**config.mk**
```make
export PLATFORM = sky130hd
export DESIGN_NAME = lru_page_replacement
export DESIGN_NICKNAME = d
export VERILOG_FILES = /design/src/sv/lpr_pkg.sv /design/src/sv/lru_page_replacement.sv /design/src/sv/lpr_lookup.sv /design/src/sv/lpr_frames.sv
export SDC_FILE = /design/constraint.sdc
export NUM_CORES = 1
export LEC_CHECK = 0
export BUFFER_PORTS_ARGS = -buffer_cell sky130_fd_sc_hd__buf_4
export CAP_MARGIN = 20
export CORE_MARGIN = 8
export CORE_UTILIZATION = 40
export DETAILED_ROUTE_END_ITERATION = 8
export PLACE_DENSITY_LB_ADDON = 0.1
export SYNTH_ARGS = -nofsm -noshare
export SYNTH_HDL_FRONTEND = slang
export SYNTH_SLANG_ARGS = --single-unit
```
**constraint.sdc**
```tcl
create_clock -name clk -period 10.1 [get_ports clk]
set_input_delay 1.01 -clock clk [delete_from_list [all_inputs] [get_ports clk]]
set_output_delay 1.01 -clock clk [all_outputs]
set_load 0.1 [all_outputs]
```
**src/sv/lpr_pkg.sv**
```systemverilog
// ----------------------------------------------------------------------------
// lpr_pkg
// Shared sizes and types for the LRU page replacement block.
// ----------------------------------------------------------------------------
package lpr_pkg;

  localparam int FRAMES     = 8;
  localparam int PAGE_BITS  = 16;
  localparam int FRAME_BITS = 3;
  localparam int RANK_BITS  = 3;
  localparam int CNT_BITS   = 16;
  localparam int CFG_BITS   = 4;
  localparam int ACT_BITS   = $clog2(FRAMES + 1);

  localparam logic [RANK_BITS-1:0] RANK_OLDEST = RANK_BITS'(FRAMES - 1);
  localparam logic [CNT_BITS-1:0]  CNT_MAX     = {CNT_BITS{1'b1}};

  typedef logic [FRAMES-1:0][PAGE_BITS-1:0] page_arr_t;
  typedef logic [FRAMES-1:0][RANK_BITS-1:0] rank_arr_t;

  // Lookup decision for one request.
  typedef struct packed {
    logic                  hit;
    logic                  evict;
    logic [FRAME_BITS-1:0] frame;
  } lpr_sel_t;

endpackage

```
**src/sv/lru_page_replacement.sv**
```systemverilog
// ----------------------------------------------------------------------------
// lru_page_replacement
// Fully associative LRU page frame tracker, one result per page request.
// ----------------------------------------------------------------------------
// Each request carries a page number and returns one result: hit or fault,
// the frame that holds the page afterwards, the evicted page if any, and a
// saturating fault count. A request is taken every cycle while the result
// side keeps up. A request sits in the input register while tag compare,
// victim choice and rank update run, and its result is loaded into the
// result register when the result side advances. A stalled result holds the
// input register, and the input stalls with it.
// cfg_wdata sets how many low frames take part (0 acts as 1, above 8 as 8);
// write it only while no request is in flight.
module lru_page_replacement import lpr_pkg::*; (
  input  logic                  clk,
  input  logic                  rst_n,
  input  logic                  cfg_we,
  input  logic [CFG_BITS-1:0]   cfg_wdata,
  input  logic                  in_valid,
  output logic                  in_stall,
  input  logic [PAGE_BITS-1:0]  in_page_number,
  output logic                  out_valid,
  input  logic                  out_stall,
  output logic                  out_hit,
  output logic [FRAME_BITS-1:0] out_frame_index,
  output logic                  out_evicted_valid,
  output logic [PAGE_BITS-1:0]  out_evicted_page,
  output logic [CNT_BITS-1:0]   out_fault_count
);

  logic [CFG_BITS-1:0]   cfg_r;
  logic                  req_vld_r;
  logic [PAGE_BITS-1:0]  req_page_r;
  logic                  out_vld_r;
  logic                  hit_r;
  logic [FRAME_BITS-1:0] frame_r;
  logic                  evict_r;
  logic [PAGE_BITS-1:0]  evict_page_r;
  logic [CNT_BITS-1:0]   fault_cnt_r;

  logic                  advance;
  logic                  fire;
  lpr_sel_t              sel;
  page_arr_t             frame_page;
  logic [FRAMES-1:0]     frame_valid;
  rank_arr_t             frame_rank;
  logic [PAGE_BITS-1:0]  evict_page;
  logic [CNT_BITS-1:0]   fault_nxt;

  assign advance  = !out_vld_r || !out_stall;
  assign fire     = req_vld_r && advance;
  assign in_stall = req_vld_r && !advance;

  always_ff @(posedge clk) begin
    if (!rst_n) begin
      cfg_r <= CFG_BITS'(FRAMES);
    end else if (cfg_we) begin
      cfg_r <= cfg_wdata;
    end
  end

  always_ff @(posedge clk) begin
    if (!rst_n) begin
      req_vld_r <= 1'b0;
      out_vld_r <= 1'b0;
    end else begin
      if (!in_stall) begin
        req_vld_r <= in_valid;
      end
      if (advance) begin
        out_vld_r <= req_vld_r;
      end
    end
  end

  always_ff @(posedge clk) begin
    if (!in_stall && in_valid) begin
      req_page_r <= in_page_number;
    end
    if (fire) begin
      hit_r        <= sel.hit;
      frame_r      <= sel.frame;
      evict_r      <= sel.evict;
      evict_page_r <= evict_page;
      fault_cnt_r  <= fault_nxt;
    end
  end

  lpr_lookup u_lookup (
    .frames_in_use (cfg_r),
    .page          (req_page_r),
    .frame_page    (frame_page),
    .frame_valid   (frame_valid),
    .frame_rank    (frame_rank),
    .sel           (sel)
  );

  lpr_frames u_frames (
    .clk         (clk),
    .rst_n       (rst_n),
    .upd         (fire),
    .page        (req_page_r),
    .sel         (sel),
    .frame_page  (frame_page),
    .frame_valid (frame_valid),
    .frame_rank  (frame_rank),
    .evict_page  (evict_page),
    .fault_nxt   (fault_nxt)
  );

  assign out_valid         = out_vld_r;
  assign out_hit           = hit_r;
  assign out_frame_index   = frame_r;
  assign out_evicted_valid = evict_r;
  assign out_evicted_page  = evict_page_r;
  assign out_fault_count   = fault_cnt_r;

endmodule

```
**src/sv/lpr_lookup.sv**
```systemverilog
// ----------------------------------------------------------------------------
// lpr_lookup
// Tag compare, free frame search and victim choice over the active frames.
// ----------------------------------------------------------------------------
module lpr_lookup import lpr_pkg::*; (
  input  logic [CFG_BITS-1:0]  frames_in_use,
  input  logic [PAGE_BITS-1:0] page,
  input  page_arr_t            frame_page,
  input  logic [FRAMES-1:0]    frame_valid,
  input  rank_arr_t            frame_rank,
  output lpr_sel_t             sel
);

  logic [ACT_BITS-1:0]   act_cnt;
  logic                  hit_found;
  logic [FRAME_BITS-1:0] hit_frame;
  logic                  free_found;
  logic [FRAME_BITS-1:0] free_frame;
  logic [RANK_BITS-1:0]  best_rank;
  logic [FRAME_BITS-1:0] victim;

  always_comb begin
    if (frames_in_use == '0) begin
      act_cnt = ACT_BITS'(1);
    end else if (ACT_BITS'(frames_in_use) > ACT_BITS'(FRAMES)) begin
      act_cnt = ACT_BITS'(FRAMES);
    end else begin
      act_cnt = ACT_BITS'(frames_in_use);
    end
  end

  // Lowest index wins for hit and free search; strict compare keeps ties low.
  always_comb begin
    hit_found  = 1'b0;
    hit_frame  = '0;
    free_found = 1'b0;
    free_frame = '0;
    best_rank  = '0;
    victim     = '0;
    for (int i = 0; i < FRAMES; i++) begin
      if (ACT_BITS'(i) < act_cnt) begin
        if (!hit_found && frame_valid[i] && frame_page[i] == page) begin
          hit_found = 1'b1;
          hit_frame = FRAME_BITS'(i);
        end
        if (!free_found && !frame_valid[i]) begin
          free_found = 1'b1;
          free_frame = FRAME_BITS'(i);
        end
        if (frame_rank[i] > best_rank) begin
          best_rank = frame_rank[i];
          victim    = FRAME_BITS'(i);
        end
      end
    end
  end

  always_comb begin
    sel.hit   = hit_found;
    sel.evict = !hit_found && !free_found;
    if (hit_found) begin
      sel.frame = hit_frame;
    end else if (free_found) begin
      sel.frame = free_frame;
    end else begin
      sel.frame = victim;
    end
  end

endmodule

```
**src/sv/lpr_frames.sv**
```systemverilog
// ----------------------------------------------------------------------------
// lpr_frames
// Frame tags, valid bits, recency ranks and the fault counter.
// ----------------------------------------------------------------------------
module lpr_frames import lpr_pkg::*; (
  input  logic                 clk,
  input  logic                 rst_n,
  input  logic                 upd,
  input  logic [PAGE_BITS-1:0] page,
  input  lpr_sel_t             sel,
  output page_arr_t            frame_page,
  output logic [FRAMES-1:0]    frame_valid,
  output rank_arr_t            frame_rank,
  output logic [PAGE_BITS-1:0] evict_page,
  output logic [CNT_BITS-1:0]  fault_nxt
);

  page_arr_t            page_r;
  logic [FRAMES-1:0]    valid_r;
  logic [FRAMES-1:0]    valid_nxt;
  rank_arr_t            rank_r;
  rank_arr_t            rank_nxt;
  logic [CNT_BITS-1:0]  fault_r;
  logic [RANK_BITS-1:0] sel_rank;
  logic                 age_all;

  assign frame_page  = page_r;
  assign frame_valid = valid_r;
  assign frame_rank  = rank_r;
  assign sel_rank    = rank_r[sel.frame];
  // A fill into a free frame ages every valid frame.
  assign age_all     = !sel.hit && !sel.evict;
  assign evict_page  = sel.evict ? page_r[sel.frame] : '0;

  always_comb begin
    if (!sel.hit && fault_r != CNT_MAX) begin
      fault_nxt = fault_r + CNT_BITS'(1);
    end else begin
      fault_nxt = fault_r;
    end
  end

  always_comb begin
    valid_nxt = valid_r;
    rank_nxt  = rank_r;
    for (int i = 0; i < FRAMES; i++) begin
      if (FRAME_BITS'(i) != sel.frame && valid_r[i] &&
          (age_all || rank_r[i] < sel_rank) && rank_r[i] != RANK_OLDEST) begin
        rank_nxt[i] = rank_r[i] + RANK_BITS'(1);
      end
    end
    rank_nxt[sel.frame]  = '0;
    valid_nxt[sel.frame] = 1'b1;
  end

  always_ff @(posedge clk) begin
    if (!rst_n) begin
      valid_r <= '0;
      rank_r  <= '0;
      fault_r <= '0;
    end else if (upd) begin
      valid_r <= valid_nxt;
      rank_r  <= rank_nxt;
      fault_r <= fault_nxt;
    end
  end

  always_ff @(posedge clk) begin
    if (upd && !sel.hit) begin
      page_r[sel.frame] <= page;
    end
  end

endmodule
```
==> reports/summary.txt, run 1 <==
All-Layer GR Usage: 20.3%
Drc violations: 0
TritonCTS clock tree: done
Worst r2r src: u_frames.frame_rank[0]
Clk pwr share: 41.7%
Share of post-route cells with drive strength above 1: 20.6%
Post-Syn Instances: 1248
Initial Utilization: 40.6%
#FFs+latches synth: 235
Part of the Yosys area used for sequential elements: 49.2%
Leading cell types in the layout, fill and taps excluded: edfxtp_1 (181), nand2_1 (162), buf_4 (138)
Final setup viols: 24
Yosys warning count: 0
Final instance area: 0.0160 sq mm
Max-cap violations: 0
Die Y: 198 um
Pint: 0.00167 W
Pre-antenna DRT Iters: 5
Peak supply drop: 0.000162 V
Cell mode on critical path: ha_4
H-tree depth: 1
Post-route setup slack: -0.117 ns
Clock latency at the later pin of the worst-skew pair: 0.56 ns
Clk pin slew, worst setup/hold paths: 0.07 ns
Detailed-route via count: 10100
Failing checks: negative setup slack
Placer Congestion: 0.938
I/O pins: 64
Worst-Margin Slew: 1.09 ns
CTS Buf Count: 27
Synth-to-layout area growth: 20.9%
Core area: 0.0326 sq mm
Maximum fanout along the worst path: 5
Critical Path Start: u_frames.frame_rank[0]
Worst slew margin: 26.5%
Fmax: 0.0979 GHz
Post-synth EDFFs: 181
Port bufs: 63
Post-DP HPWL: 29300 um
Final ANT Viol Nets: 0
Critical path's largest stage delay: 0.40 ns
Post-DP Area: 0.0146 sq mm
Status: finished with violations
Cell count after placement: 1750
Min-delay src: u_frames.frame_rank[6]
Synthesized net count: 1320
Unrepaired setup endpoints after global routing: yes
CTS Buffer Depth: 3
Vias in the first global route: 10000
Antenna fix cells: 0
HP Class: reg -> reg
Synthesized area: 0.0133 sq mm
Sw Ratio: 26.0%
Die width: 198 um
Via density: 5.51
Fin Clk Skew: 0.0175 ns
Post-CTS Hold Buffers: 0
Startpoint Class: flip-flop
Post-route clock period utilization: 101%
Die ar.: 0.0392 sq mm
First DRT Iteration DRCs: 548
Fill cells: 3029
Crit path time final: 10.22 ns
Pwr per Cell Area: 140 mW/mm^2
Crit path max-delay cell type: or3b_4
Primary FF master, synth: edfxtp_1
Setup crit end kind: flip-flop
CTS Sinks: 235
Antenna violations before repair: 0
Comb pwr share: 10.1%
Slew Viols, Final: 0
Hold_ws: 0.492 ns
Leakage: 5.60 nW
Synth async-reset ratio: 0%
Fin. Hold Viols: 0
Largest net degree at the start of global routing: 79
Routed WL: 40700 um
Final #Nets: 1437
WP data required: 10.57 ns
Switching pwr: 0.000585 W
Unique masters post-synth: 72
Average cell area after synthesis: 10.6 sq um
Crit Path Category: reg -> reg
Row cnt: 66
Sequential power share: 48.3%
First-pass GRT wire length: 60900 um
Clk root buf: clkbuf_16
Avg WL per Cell: 22.2 um
Fin cells: 1828
Commonest non-fill, non-tap cell in the layout: edfxtp_1
CP arrival: 10.68 ns
Grt total ovfl: 0
[flip-flops by register name (all words and copies together) (netlist names)]
name and flops:
cfg_r 4, out_evicted_page 16, out_evicted_valid 1, out_fault_count 16, out_frame_index 3, out_hit 1, out_valid 1, req_page_r 16
req_vld_r 1, u_frames.fault_r 16, u_frames.frame_page 128, u_frames.frame_rank 24, u_frames.frame_valid 8
[cells in the mapped netlist (10+ instances only)]
cell	n	area share [%]
and2_1	17	0.80
o22ai_1	28	1.3
a31oi_1	14	0.66
dfxtp_1	54	8.2
or3_1	10	0.47
ha_1	47	4.4
nand2b_1	19	0.90
nor4_1	30	1.4
edfxtp_1	181	41
a21oi_1	43	1.6
nor2b_1	16	0.76
o21ai_0	13	0.49
o21a_1	17	0.96
xnor2_1	61	4.0
inv_1	26	0.74
mux2i_1	74	5.6
nand3_1	56	2.1
clkbuf_1	31	0.88
nand4_1	33	1.6
nand2_1	164	4.6
xor2_1	94	6.2
nor3_1	21	0.79
buf_2	26	0.98
nor2_1	49	1.4
[cell type report]
| class | instances | area [sq um] | share of cell area [%] |
|---|---|---|---|
| clock buffers | 38 | 769 | 4.80 |
| clock inverters | 12 | 77.6 | 0.484 |
| inverters | 28 | 105 | 0.656 |
| multi-input cells | 921 | 6730 | 42.0 |
| flip-flops and latches | 235 | 6520 | 40.7 |
| well taps | 442 | 553 | 3.45 |
| repair buffers | 152 | 1270 | 7.91 |
[repair_timing]
| item | 4_1_cts | 5_1_grt |
|---|---|---|
| setup endpoints to repair | 54 | 174 |
| pin swaps | 40 | 61 |
| gates resized for setup | 40 | 41 |
| buffers inserted | 21 | 7 |
[power by group through the flow]
stage               sequential [W]  combinational, W  clock, W
floorplan                  0.00113          0.000113         0
global placement           0.00111          0.000217         0
detailed placement         0.00111          0.000218         0
CTS                        0.00109          0.000222  0.000963
global route               0.00109          0.000240  0.000997
finish                     0.00109          0.000226  0.000938
[routing by layer]
| layer | GRT usage, % | up-vias | routed length (um) |
|---|---|---|---|
| met5 | 0 | - | 0 |
| met4 | 6.53 | 0 | 1280 |
| met3 | 2.41 | 68 | 1730 |
| met2 | 33.8 | 256 | 19300 |
| met1 | 27.1 | 4943 | 18300 |
| li1 | - | 4814 | - |
[stage by stage]
| step | worst slack [ns] | power [W] | util [%] | setup TNS [ns] |
|---|---|---|---|---|
| after global placement | 0.0628 | 0.00132 | 44.6 | 0 |
| after global routing | -0.640 | 0.00233 | 49.1 | -30.49 |
| after CTS | -0.0111 | 0.00227 | 48.2 | -0.0111 |
| after floorplan | 0.0379 | 0.00125 | - | 0 |
| final | -0.117 | 0.00225 | 49.1 | -1.56 |
| after detailed placement | -0.215 | 0.00133 | 44.6 | -8.72 |
[cells by family after synthesis]
group | count (synthesis) | synth area share, %
muxes | 83 | 6.35
AOI/OAI and AO/OA | 181 | 9.27
adders and majority gates | 47 | 4.44
and+or+nand+nor | 455 | 17.5
buffers and inverters | 92 | 2.99
DFF | 235 | 49.2
xor gates and xnor gates | 155 | 10.2
[final timing paths]
| path | end | slack (ns) | cells after the start |
|---|---|---|---|
| setup / recovery | u_frames.frame_rank[23] | -0.12 | 55 |
| hold / removal | u_frames.frame_rank[6] | 0.49 | 2 |
| setup reg to reg | u_frames.frame_rank[23] | -0.12 | 55 |
| hold reg to reg | u_frames.frame_rank[6] | 0.49 | 2 |
[worst max-delay path: cells and delay by family (launching register included)]
| kind | cells | cell delay (ns) |
|---|---|---|
| AO/OA/AOI/OAI | 23 | 3.77 |
| adder cells (fa/ha/maj) | 9 | 2.08 |
| AND/OR/NAND/NOR | 12 | 1.77 |
| multiplexers | 5 | 1.42 |
| buffers and inverters | 6 | 0.75 |
| flip-flops | 1 | 0.33 |
No activity file was read; power rests on OpenSTA's default activity.
==> inputs of run 2 (changes only) <==
SETUP_SLACK_MARGIN = 0.3   (was not set)
clock period = 8.6 ns   (was 10.1 ns; I/O delays follow)
==> run 2 against run 1 <==
Compared with the run above:
- the flow still finishes with violations (negative setup slack)
- largest power group unchanged
- highest routed layer unchanged
- count of clock-buffer cells in the layout fell by 3
- non-clock buffer count is 54 higher
- sequential share of layout area is 2.0 points lower
- sequential power is 17% higher
- cell area grew 5.1%
- maximum frequency increased by 0.77%
- final cell count increased by 3.0%
- global-route usage is 0.21 points lower
- hold slack got worse by 0.036 ns
- die area unchanged
- power rose by 19%
- combinational power grew 27%
==> reports/summary.txt, run 2 (synthesis gave the netlist of run 1 again) <==
Clk root buf: clkbuf_16
Largest net degree at the start of global routing: 79 (unchanged)
Antenna fix cells: 0 (unchanged)
Commonest non-fill, non-tap cell in the layout: edfxtp_1
CP arrival: 10.61 ns (-0.07 ns)
Via density: 5.44 (-1.3%)
WP data required: 9.07 ns (-1.50 ns)
Peak supply drop: 0.000154 V (-5.4%)
Fin Clk Skew: 0.0472 ns (+0.0297 ns)
Synth-to-layout area growth: 27.0%
Maximum fanout along the worst path: 4 (-1)
Crit path max-delay cell type: or3b_4
Vias in the first global route: 10100 (+0.64%)
Post-route setup slack: -1.54 ns (-1.42 ns)
Critical path's largest stage delay: 0.39 ns (about the same)
CTS Buf Count: 28 (+3.7%)
Crit Path Category: reg -> reg
Placer Congestion: 0.900 (-4.0%)
Leading cell types in the layout, fill and taps excluded: edfxtp_1 (181), buf_4 (177), nand2_1 (162)
Max reg flops: 128 (unchanged)
Setup crit end kind: flip-flop
Pre-antenna DRT Iters: 5 (unchanged)
Die Y: 198 um (unchanged)
Drc violations: 0 (unchanged)
Row cnt: 66 (unchanged)
Post-CTS Hold Buffers: 0 (unchanged)
Unrepaired setup endpoints after global routing: yes
All-Layer GR Usage: 20.1% (-0.21 points)
Port bufs: 63 (unchanged)
Post-DP Area: 0.0151 sq mm (+3.6%)
Pre-CTS setup slack: -1.68 ns (-1.46 ns)
HP Class: in -> reg
Failing checks: negative setup slack
Worst-Margin Slew: 0.906 ns (-0.187 ns)
Finished Core Util: 51.6% (+2.5 points)
Worst slew margin: 39.5% (+13 points)
H-tree depth: 1 (unchanged)
TritonCTS clock tree: done
Slew Viols, Final: 0 (unchanged)
I/O pins: 64 (unchanged)
Grt total ovfl: 0 (unchanged)
Fin. Hold Viols: 0 (unchanged)
Avg WL per Cell: 21.4 um (-3.7%)
Final instance area: 0.0168 sq mm (+5.1%)
CTS Sinks: 235 (unchanged)
Post-route clock period utilization: 118% (+17 points)
Startpoint Class: flip-flop
Final #Nets: 1492 (+3.8%)
Fill cells: 2921 (-3.6%)
Die ar.: 0.0392 sq mm (unchanged)
Crit path time final: 10.14 ns (-0.0780 ns)
Final setup viols: 179 (+650%)
CTS Buffer Depth: 3 (unchanged)
Post-DP HPWL: 27900 um (-4.7%)
Fmax: 0.0986 GHz (+0.77%)
Final ANT Viol Nets: 0 (unchanged)
Die width: 198 um (unchanged)
Leakage: 6.00 nW (+7.1%)
Clock latency at the later pin of the worst-skew pair: 0.58 ns (+0.02 ns)
First DRT Iteration DRCs: 803 (+47%)
Antenna violations before repair: 0 (unchanged)
Initial Utilization: 40.6% (unchanged)
Clk pin slew, worst setup/hold paths: 0.06 ns (about the same)
Core area: 0.0326 sq mm (unchanged)
First-pass GRT wire length: 60500 um (-0.69%)
Max-cap violations: 0 (unchanged)
Detailed-route via count: 10200 (+1.6%)
Routed WL: 40300 um (-0.85%)
Hold_ws: 0.456 ns (-0.0361 ns)
Pwr per Cell Area: 159 mW/mm^2 (+13%)
Cell mode on critical path: ha_4
Share of post-route cells with drive strength above 1: 25.2% (+4.6 points)
Status: finished with violations
-- run 2: stage by stage --
stage	cells	setup TNS (ns)	total power (W)
2_1_floorplan	1248	-82.75	0.00147
3_3_place_gp	1791	-184.68	0.00156
3_5_place_dp	1791	-219.20	0.00157
4_1_cts	1864	-143.96	0.00269
5_1_grt	1882	-267.45	0.00276
6_report	1882	-178.47	0.00267
-- run 2: routing by layer --
metal	global-route usage, %	vias to the layer above	part of all wire, %
li1	-	4924	-
met1	27.4	4993	45
met2	32.2	261	47
met3	2.61	68	4.6
met4	7.55	0	3.6
met5	0	-	0
-- run 2: layout make-up --
class	count	area (sq um)	share of cell area, %
multi-input cells	921	6880	40.9
flip-flops and latches	235	6520	38.7
repair buffers	206	1910	11.4
clock buffers	35	737	4.38
well taps	442	553	3.29
clock inverters	15	119	0.706
inverters	28	113	0.669
-- run 2: path summary, 6_finish.rpt --
| kind | startpoint | to | slack [ns] | cells after the start |
|---|---|---|---|---|
| setup / recovery | u_frames.frame_rank[1] | u_frames.frame_rank[17] | -1.54 | 53 |
| hold / removal | in_page_number[5] | req_page_r[5] | 0.46 | 1 |
| setup reg to reg | u_frames.frame_rank[1] | u_frames.frame_rank[17] | -1.54 | 53 |
| hold reg to reg | u_frames.frame_rank[6] | u_frames.frame_rank[6] | 0.51 | 2 |
-- run 2: worst max-delay path, delay by kind of cell, from the launching register on --
kind	cells	cell delay, ns
adder cells (fa/ha/maj)	9	2.12
AND/OR/NAND/NOR	12	2.01
AO/OA/AOI/OAI	23	3.92
buffers and inverters	4	0.41
flip-flops	1	0.33
multiplexers	5	1.25
-- run 2: report_power, final --
part           internal (W)  switching, W
registers           0.00124     0.0000320
clock network      0.000634      0.000472
logic             0.0000993      0.000188
total               0.00198      0.000693
-- run 2: repair_timing --
action | in CTS | in global routing
setup endpoints to repair | 179 | 179
pin swaps | 43 | 42
buffers inserted | 19 | 15
resized for setup | 69 | 34
cloned | 4 | 2
